==> src/hw/rtl/tte_pkg.sv <==
// ----------------------------------------------------------------------------
// tte_pkg: shared definitions for the tap tempo estimator
// Field widths, tempo constants, register indexes and the result record.
// ----------------------------------------------------------------------------
package tte_pkg;

    // Field widths.
    localparam int TIME_W      = 32;
    localparam int BPM_W       = 10;
    localparam int OUT_TDATA_W = 16;

    // Beats per minute from a millisecond interval.
    localparam int unsigned BPM_NUMERATOR = 60000;
    localparam int unsigned SLOW_LIMIT    = 30;
    // Largest interval whose tempo quotient still exceeds the slow limit.
    localparam int unsigned CLOSE_MAX_MS  = BPM_NUMERATOR / (SLOW_LIMIT + 1);

    // Configuration register indexes.
    localparam int CFG_AW = 1;
    localparam logic [CFG_AW-1:0] REG_BPM_LO = 1'b0;
    localparam logic [CFG_AW-1:0] REG_BPM_HI = 1'b1;

    // Register reset values.
    localparam logic [BPM_W-1:0] BPM_LO_RST = 10'd60;
    localparam logic [BPM_W-1:0] BPM_HI_RST = 10'd400;

    // One result item, valid flag in the lowest bit.
    typedef struct packed {
        logic [BPM_W-1:0] bpm;
        logic             valid;
    } t_result;

endpackage

==> src/hw/rtl/tte_div.sv <==
// ----------------------------------------------------------------------------
// tte_div: bit-serial restoring divider
// Produces one quotient bit per cycle; the divisor is a full tap time span.
// ----------------------------------------------------------------------------
module tte_div
    import tte_pkg::*;
#(
    parameter int NUM_W = 18
) (
    input  logic             i_clk,
    input  logic             i_rst_n,
    input  logic             i_start,
    input  logic [NUM_W-1:0] i_numer,
    input  logic [TIME_W-1:0] i_denom,
    output logic             o_done,
    output logic [NUM_W-1:0] o_quot
);

    localparam int CNT_W = $clog2(NUM_W + 1);

    logic              r_busy;
    logic              r_done;
    logic [CNT_W-1:0]  r_cnt;
    logic [TIME_W-1:0] r_rem;
    logic [TIME_W-1:0] r_den;
    logic [NUM_W-1:0]  r_quo;

    logic [TIME_W:0]   w_trial;
    logic [TIME_W:0]   w_diff;
    logic              w_fit;

    // Shift the next dividend bit into the partial remainder and try a subtract.
    assign w_trial = {r_rem, r_quo[NUM_W-1]};
    assign w_diff  = w_trial - {1'b0, r_den};
    assign w_fit   = ~w_diff[TIME_W];

    // Control: iteration counter and completion pulse.
    always_ff @(posedge i_clk) begin
        if (!i_rst_n) begin
            r_busy <= 1'b0;
            r_done <= 1'b0;
            r_cnt  <= '0;
        end else begin
            r_done <= 1'b0;
            if (i_start) begin
                r_busy <= 1'b1;
                r_cnt  <= CNT_W'(NUM_W);
            end else if (r_busy) begin
                r_cnt <= r_cnt - 1'b1;
                if (r_cnt == CNT_W'(1)) begin
                    r_busy <= 1'b0;
                    r_done <= 1'b1;
                end
            end
        end
    end

    // Datapath: the quotient register doubles as the dividend shifter.
    always_ff @(posedge i_clk) begin
        if (i_start) begin
            r_rem <= '0;
            r_den <= i_denom;
            r_quo <= i_numer;
        end else if (r_busy) begin
            r_rem <= w_fit ? w_diff[TIME_W-1:0] : w_trial[TIME_W-1:0];
            r_quo <= {r_quo[NUM_W-2:0], w_fit};
        end
    end

    assign o_done = r_done;
    assign o_quot = r_quo;

endmodule

==> src/hw/rtl/tap_tempo_estimator.sv <==
// ----------------------------------------------------------------------------
// tap_tempo_estimator: tempo in beats per minute from a stream of tap times
// Keeps the most recent tap times; for each close tap with a nonzero span it
// divides 60000 times the interval count by the span to the oldest kept tap.
// ----------------------------------------------------------------------------
//  Channel   Direction  Transfer contents
//  s_*       in         tdata[31:0] tap_time_ms
//  m_*       out        tuser[0] tempo_valid, tdata[9:0] tempo_bpm, [15:10] zero
//  cfg_*     in         addr 0 lowest tempo, addr 1 highest tempo, wdata[9:0]
//
//  A close tap with a nonzero span is accepted, then goes through the NUM_W-bit
//  serial divider (18 bits at TAP_DEPTH = 4) and ST_DONE into the output register;
//  other taps pass from acceptance through ST_DONE. The divider sets the rate.
//  Reset clears the tap count and loads the limits with 60 and 400.
//  The output register holds a result under back-pressure; the next tap is
//  taken once the previous one is finished, even while its result waits.
// ----------------------------------------------------------------------------
module tap_tempo_estimator
    import tte_pkg::*;
#(
    parameter int TAP_DEPTH = 4
) (
    input  logic                   i_clk,
    input  logic                   i_rst_n,
    // Tap input stream.
    input  logic                   i_s_tvalid,
    output logic                   o_s_tready,
    input  logic [TIME_W-1:0]      i_s_tdata,   // [31:0] tap_time_ms
    // Tempo output stream.
    output logic                   o_m_tvalid,
    input  logic                   i_m_tready,
    output logic [OUT_TDATA_W-1:0] o_m_tdata,   // [9:0] tempo_bpm
    output logic                   o_m_tuser,   // [0] tempo_valid
    // Configuration write port.
    input  logic                   i_cfg_we,
    input  logic [CFG_AW-1:0]      i_cfg_addr,
    input  logic [BPM_W-1:0]       i_cfg_wdata
);

    localparam int CNT_W    = $clog2(TAP_DEPTH + 1);
    localparam int IDX_W    = $clog2(TAP_DEPTH);
    localparam int NUM_MAX  = BPM_NUMERATOR * (TAP_DEPTH - 1);
    localparam int NUM_W    = $clog2(NUM_MAX + 1);

    localparam logic [1:0] ST_IDLE = 2'd0;
    localparam logic [1:0] ST_DIV  = 2'd1;
    localparam logic [1:0] ST_DONE = 2'd2;

    logic [1:0]        r_state;
    logic [CNT_W-1:0]  r_count;
    logic [CNT_W-1:0]  n_count;
    logic [TIME_W-1:0] r_last;
    logic [TIME_W-1:0] r_times [TAP_DEPTH];
    logic [BPM_W-1:0]  r_bpm_lo;
    logic [BPM_W-1:0]  r_bpm_hi;
    t_result           r_res;
    t_result           r_out_res;
    logic              r_out_valid;

    logic              w_accept;
    logic [TIME_W-1:0] w_interval;
    logic              w_close;
    logic              w_close_tap;
    logic              w_shift;
    logic [TIME_W-1:0] w_oldest;
    logic [TIME_W-1:0] w_span;
    logic              w_span_zero;
    logic [CNT_W-1:0]  w_cnt_m1;
    logic [IDX_W-1:0]  w_wr_idx;
    logic [NUM_W-1:0]  w_numer;
    logic              w_div_start;
    logic              w_div_done;
    logic [NUM_W-1:0]  w_quot;
    logic [NUM_W-1:0]  w_clamp;
    logic              w_out_free;

    assign w_accept   = i_s_tvalid && o_s_tready;
    assign o_s_tready = (r_state == ST_IDLE);
    assign w_out_free = !r_out_valid || i_m_tready;

    // Closeness of the new tap to the newest kept one.
    assign w_interval = i_s_tdata - r_last;
    assign w_close    = (w_interval <= TIME_W'(CLOSE_MAX_MS));

    // Next tap count and whether the kept times slide down one place.
    always_comb begin
        n_count     = r_count;
        w_shift     = 1'b0;
        w_close_tap = 1'b0;
        w_oldest    = r_times[0];
        if (r_count == '0) begin
            n_count = CNT_W'(1);
        end else if (w_close) begin
            w_close_tap = 1'b1;
            if (r_count == CNT_W'(TAP_DEPTH)) begin
                w_shift  = 1'b1;
                w_oldest = r_times[1];
            end else begin
                n_count = r_count + 1'b1;
            end
        end else begin
            n_count = CNT_W'(1);
        end
    end

    assign w_cnt_m1    = n_count - 1'b1;
    assign w_wr_idx    = w_cnt_m1[IDX_W-1:0];
    assign w_span      = i_s_tdata - w_oldest;
    assign w_span_zero = (w_span == '0);
    assign w_numer     = NUM_W'(BPM_NUMERATOR * 32'(w_cnt_m1));
    assign w_div_start = w_accept && w_close_tap && !w_span_zero;

    // Tap time store; entries are written before they are ever read.
    always_ff @(posedge i_clk) begin
        if (w_accept) begin
            if (w_shift) begin
                for (int i = 0; i < TAP_DEPTH - 1; i++) begin
                    r_times[i] <= r_times[i+1];
                end
            end
            r_times[w_wr_idx] <= i_s_tdata;
            r_last            <= i_s_tdata;
        end
    end

    // Tap count.
    always_ff @(posedge i_clk) begin
        if (!i_rst_n) begin
            r_count <= '0;
        end else if (w_accept) begin
            r_count <= n_count;
        end
    end

    // Configuration registers.
    always_ff @(posedge i_clk) begin
        if (!i_rst_n) begin
            r_bpm_lo <= BPM_LO_RST;
            r_bpm_hi <= BPM_HI_RST;
        end else if (i_cfg_we) begin
            unique case (i_cfg_addr)
                REG_BPM_LO: r_bpm_lo <= i_cfg_wdata;
                REG_BPM_HI: r_bpm_hi <= i_cfg_wdata;
                default: ;
            endcase
        end
    end

    // Serial divider for the tempo quotient.
    tte_div #(
        .NUM_W (NUM_W)
    ) u_div (
        .i_clk   (i_clk),
        .i_rst_n (i_rst_n),
        .i_start (w_div_start),
        .i_numer (w_numer),
        .i_denom (w_span),
        .o_done  (w_div_done),
        .o_quot  (w_quot)
    );

    // Clamp the quotient to the low limit first, then the high limit.
    always_comb begin
        w_clamp = w_quot;
        if (w_clamp < NUM_W'(r_bpm_lo)) begin
            w_clamp = NUM_W'(r_bpm_lo);
        end
        if (w_clamp > NUM_W'(r_bpm_hi)) begin
            w_clamp = NUM_W'(r_bpm_hi);
        end
    end

    // Sequencer: accept, divide if the tap starts a division, then hand the result to the output register.
    always_ff @(posedge i_clk) begin
        if (!i_rst_n) begin
            r_state <= ST_IDLE;
        end else begin
            unique case (r_state)
                ST_IDLE: begin
                    if (w_accept) begin
                        r_state <= w_div_start ? ST_DIV : ST_DONE;
                    end
                end
                ST_DIV: begin
                    if (w_div_done) begin
                        r_state <= ST_DONE;
                    end
                end
                ST_DONE: begin
                    if (w_out_free) begin
                        r_state <= ST_IDLE;
                    end
                end
                default: r_state <= ST_IDLE;
            endcase
        end
    end

    // Pending result of the tap in progress.
    always_ff @(posedge i_clk) begin
        if (w_accept) begin
            r_res.valid <= w_close_tap;
            r_res.bpm   <= w_close_tap ? r_bpm_hi : '0;
        end else if (w_div_done) begin
            r_res.valid <= 1'b1;
            r_res.bpm   <= w_clamp[BPM_W-1:0];
        end
    end

    // Output register.
    always_ff @(posedge i_clk) begin
        if (!i_rst_n) begin
            r_out_valid <= 1'b0;
        end else if (r_state == ST_DONE && w_out_free) begin
            r_out_valid <= 1'b1;
        end else if (i_m_tready) begin
            r_out_valid <= 1'b0;
        end
    end

    always_ff @(posedge i_clk) begin
        if (r_state == ST_DONE && w_out_free) begin
            r_out_res <= r_res;
        end
    end

    assign o_m_tvalid = r_out_valid;
    assign o_m_tdata  = {{(OUT_TDATA_W - BPM_W){1'b0}}, r_out_res.bpm};
    assign o_m_tuser  = r_out_res.valid;

    // A taken tap always leaves the idle state.
    a_accept_leaves_idle: assert property (@(posedge i_clk) disable iff (!i_rst_n)
        w_accept |=> (r_state != ST_IDLE))
        else $error("tap accepted but sequencer stayed idle");

    // The divider only finishes while the sequencer waits for it.
    a_div_done_in_div: assert property (@(posedge i_clk) disable iff (!i_rst_n)
        w_div_done |-> (r_state == ST_DIV))
        else $error("divider finished outside the divide state");

    // The tap count never exceeds the store depth.
    a_count_bound: assert property (@(posedge i_clk) disable iff (!i_rst_n)
        r_count <= CNT_W'(TAP_DEPTH))
        else $error("tap count beyond store depth");

    // A result without a tempo carries a zero tempo.
    a_invalid_zero: assert property (@(posedge i_clk) disable iff (!i_rst_n)
        (r_out_valid && !r_out_res.valid) |-> (r_out_res.bpm == '0))
        else $error("tempo field nonzero on a result without a tempo");

    // Only a close tap with a prior tap can start a division.
    a_start_needs_prior: assert property (@(posedge i_clk) disable iff (!i_rst_n)
        w_div_start |-> (r_count != '0))
        else $error("division started on a first tap");

endmodule

==> config.mk <==
export PLATFORM = sky130hd
export DESIGN_NAME = tap_tempo_estimator
export DESIGN_NICKNAME = d
export VERILOG_FILES = /design/src/hw/rtl/tte_pkg.sv /design/src/hw/rtl/tte_div.sv /design/src/hw/rtl/tap_tempo_estimator.sv
export SDC_FILE = /design/constraint.sdc
export NUM_CORES = 1
export LEC_CHECK = 0
export ABC_AREA = 1
export BUFFER_PORTS_ARGS = -buffer_cell sky130_fd_sc_hd__buf_2
export CAP_MARGIN = 10
export CORE_UTILIZATION = 65
export CTS_BUF_LIST = sky130_fd_sc_hd__clkbuf_4
export CTS_CLUSTER_DIAMETER = 40
export DETAILED_ROUTE_END_ITERATION = 12
export GPL_TIMING_DRIVEN = 0
export PLACE_DENSITY = 0.83
export SYNTH_ARGS = -nofsm -noshare
export SYNTH_HDL_FRONTEND = slang
export SYNTH_SLANG_ARGS = --single-unit
==> constraint.sdc <==
create_clock -name i_clk -period 13.67 [get_ports i_clk]
set_input_delay 1.367 -clock i_clk [delete_from_list [all_inputs] [get_ports i_clk]]
set_output_delay 1.367 -clock i_clk [all_outputs]
set_load 0.005 [all_outputs]
==> metrics <==
status finished, final reports clean; Max Transition Viols Final 0; largest net degree at the start of global routing 33; post-synth top area cell edfxtp_1; clk buf depth 3; CP max-delay cell buf_1; Area growth, synth to finish 10.0%; final hold vios 0; die span in y 174 um; die width 174 um; FMAX 130 MHz; Setup TNS 0 ns; EDFF count, synth 227; wire length of the first global-routing pass 81.9 mm; DR WL/cell 16.7 um; cell with the most instances after synthesis nand2_1; Worst Skew 0.0496 ns; Ys Warns 0; Clk Latency, worst-skew pair 0.72 ns; Seq/Total Area, Yosys 42.5%; design internal power 1.60 mW; H-tree depth 3; DRC viols 0; Post-CTS Setup Inserts 0; Arr. time, crit path 7.92 ns; Switching Share 30.7%; Routed WL 51.1 mm; asr flop ratio synth 0%; IO Port Bufs 59; P per Cell Area 109 nW/um^2; synthesized flop and latch total 297; Resized Gates After CTS 0; Setup Viol. Count Final 0; Worst-Margin Slew 1.08 ns; dpl cells 2910; Core Rows 62; GRT overflow 0; Most Frequent Cell on Critical Path nand2_1; crit path kind in -> reg; cell count after synthesis 2461; Synth Cell Area 19300 sq um; cts hold-fix bufs 0; crit-path max FO 32; Hold Path Stages 0; GPL Wtd Cong 0.997; crit path capture type register; TritonCTS Sinks 297; vias in the first global route 16700; Sequential Power Share 44.5%; initial drt markers 1642; I/O pins 67; die area 30400 sq um; Root Driver clkbuf_4; Final period util 56.2%; top post-synthesis cells by area edfxtp_1 35%, nand2_1 13%, ha_1 8.4%, dfxtp_1 7.3%, inv_1 6.9%; syn avg cell area 7.85 sq um; worst relative slew slack 28.0%; Final ANT Viol Nets 0; Comb pwr share 20.3%; Clk pwr share 35.2%; unrepaired setup endpoints after global routing false; DRT Pass-1 Iters 6; CP startpoint kind input port; vias post-DR 17500; final net count 2789; Initial Util 66.8%; Num CTS Buffers 79; share of the synthesized area in the top cell type 35.3%; max incr delay on CP 0.57 ns; reg2reg path depth 37; post-route insts no fill 3054; CTS tree yes; Crit path required time 13.91 ns; max-capacitance violation count 0; Netlist cell types 51; Min-Delay Path Class reg -> reg; post-detail-place hpwl 38.7 mm; drt via density 5.72; GR Util All Layers 34.0%; commonest cells in the netlist 681 x nand2_1, 356 x inv_1, 227 x edfxtp_1; leak pwr 10.3 nW; peak supply drop 94.1 uV; initial antenna violation count 1; most common flop cell mapped by yosys edfxtp_1; Period minus WS final 7.68 ns; share of layout cells above drive strength 1 9.78%; sw power 0.712 mW; CORE AREA 28900 sq um; Clk pin slew, worst setup/hold paths 0.07 ns
-- registers in the layout (all words and copies together), names as in the netlist --
register      cells
r_count           3
r_state           2
o_m_tvalid        1
o_m_tdata        10
r_last           32
r_bpm_lo         10
r_bpm_hi         10
u_div.r_cnt       5
u_div.r_busy      1
u_div.o_done      1
u_div.o_quot     18
r_times         128
r_res            11
u_div.r_den      32
o_m_tuser         1
u_div.r_rem      32
-- area by class of cell --
class / count / area [sq um]
Tap cell: 384 / 480
Clock buffer: 111 / 833
Inverter: 377 / 1420
Timing Repair Buffer: 62 / 378
Antenna cell: 1 / 2.50
Sequential cell: 297 / 8220
Clock inverter: 30 / 213
Multi-Input combinational cell: 1731 / 9400
Buffer: 61 / 307
Fill cell: 2285 / 7680
-- final timing paths --
kind | startpoint | endpoint | slack, ns
max | i_s_tdata[0] | u_div.r_den[17] | 5.99
min | r_res[2] | o_m_tdata[1] | 0.42
max reg2reg | r_last[0] | u_div.r_den[17] | 6.58
min reg2reg | r_res[2] | o_m_tdata[1] | 0.42
-- metrics by stage --
step	utilization [%]	instance area (sq um)	total power, mW	hold WS [ns]	setup slack (ns)
after detailed placement	69.6	20100	1.51	0.406	5.37
after floorplan	-	19300	1.38	0.400	6.93
final	73.4	21300	2.32	0.425	5.99
after CTS	73.2	21200	2.32	0.422	6.09
after global placement	69.5	20100	1.49	0.401	5.59
after global routing	73.4	21300	2.43	0.439	5.45
-- layout by cell type (no fill, tap or decap), types with 8 or more instances in the layout --
| master | n |
|---|---|
| inv_2 | 18 |
| nand3b_1 | 17 |
| mux2i_1 | 31 |
| clkinv_1 | 20 |
| nand2_2 | 10 |
| clkbuf_4 | 111 |
| nand4_1 | 30 |
| o22ai_1 | 9 |
| ha_1 | 129 |
| nor3_1 | 23 |
| buf_2 | 63 |
| dfxtp_1 | 70 |
| o21a_1 | 17 |
| nand2_1 | 680 |
| o21bai_1 | 9 |
| o21ai_1 | 9 |
| inv_1 | 356 |
| a21oi_2 | 8 |
| nor2_1 | 164 |
| edfxtp_1 | 227 |
| xnor2_1 | 29 |
| a31oi_1 | 8 |
| a21oi_1 | 137 |
| o21ai_0 | 187 |
| clkbuf_1 | 40 |
| xor2_1 | 29 |
| nand3_1 | 119 |
| o211ai_1 | 18 |
-- kinds of logic (layout without fill, tap and decap cells) --
kind of cell	after synthesis	after routing	synth area share (%)
simple gates	1076	1076	23.3
buf+inv	438	641	8.92
compound gates	428	428	12.3
flops	297	297	42.5
fa+ha+maj	132	132	8.67
xor+xnor	58	58	2.63
mux	31	31	1.61
other cells	1	7	0.0194
-- layer usage --
metal | GRT usage [%] | up-vias | wire [um]
met5 | 0 | - | 0
met4 | 15.8 | 0 | 1850
met3 | 5.62 | 141 | 3790
met2 | 56.7 | 780 | 24300
met1 | 43.2 | 8053 | 21200
li1 | - | 8481 | -
-- power groups by stage --
stage / logic (mW) / clock network (mW) / registers [mW]
6_report: 0.471 / 0.815 / 1.03
5_1_grt: 0.527 / 0.871 / 1.03
4_1_cts: 0.460 / 0.826 / 1.03
3_5_place_dp: 0.455 / 0 / 1.05
3_3_place_gp: 0.440 / 0 / 1.05
2_1_floorplan: 0.330 / 0 / 1.05
-- worst max-delay path, delay by kind of cell --
kind	cells	cell delay [ns]
and+or+nand+nor	27	3.23
buffers and inverters	5	1.43
AOI/OAI and AO/OA	3	0.62
adders and majority gates	3	0.95
muxes	1	0.29
Note: power is estimated with default switching activity, not from simulation.
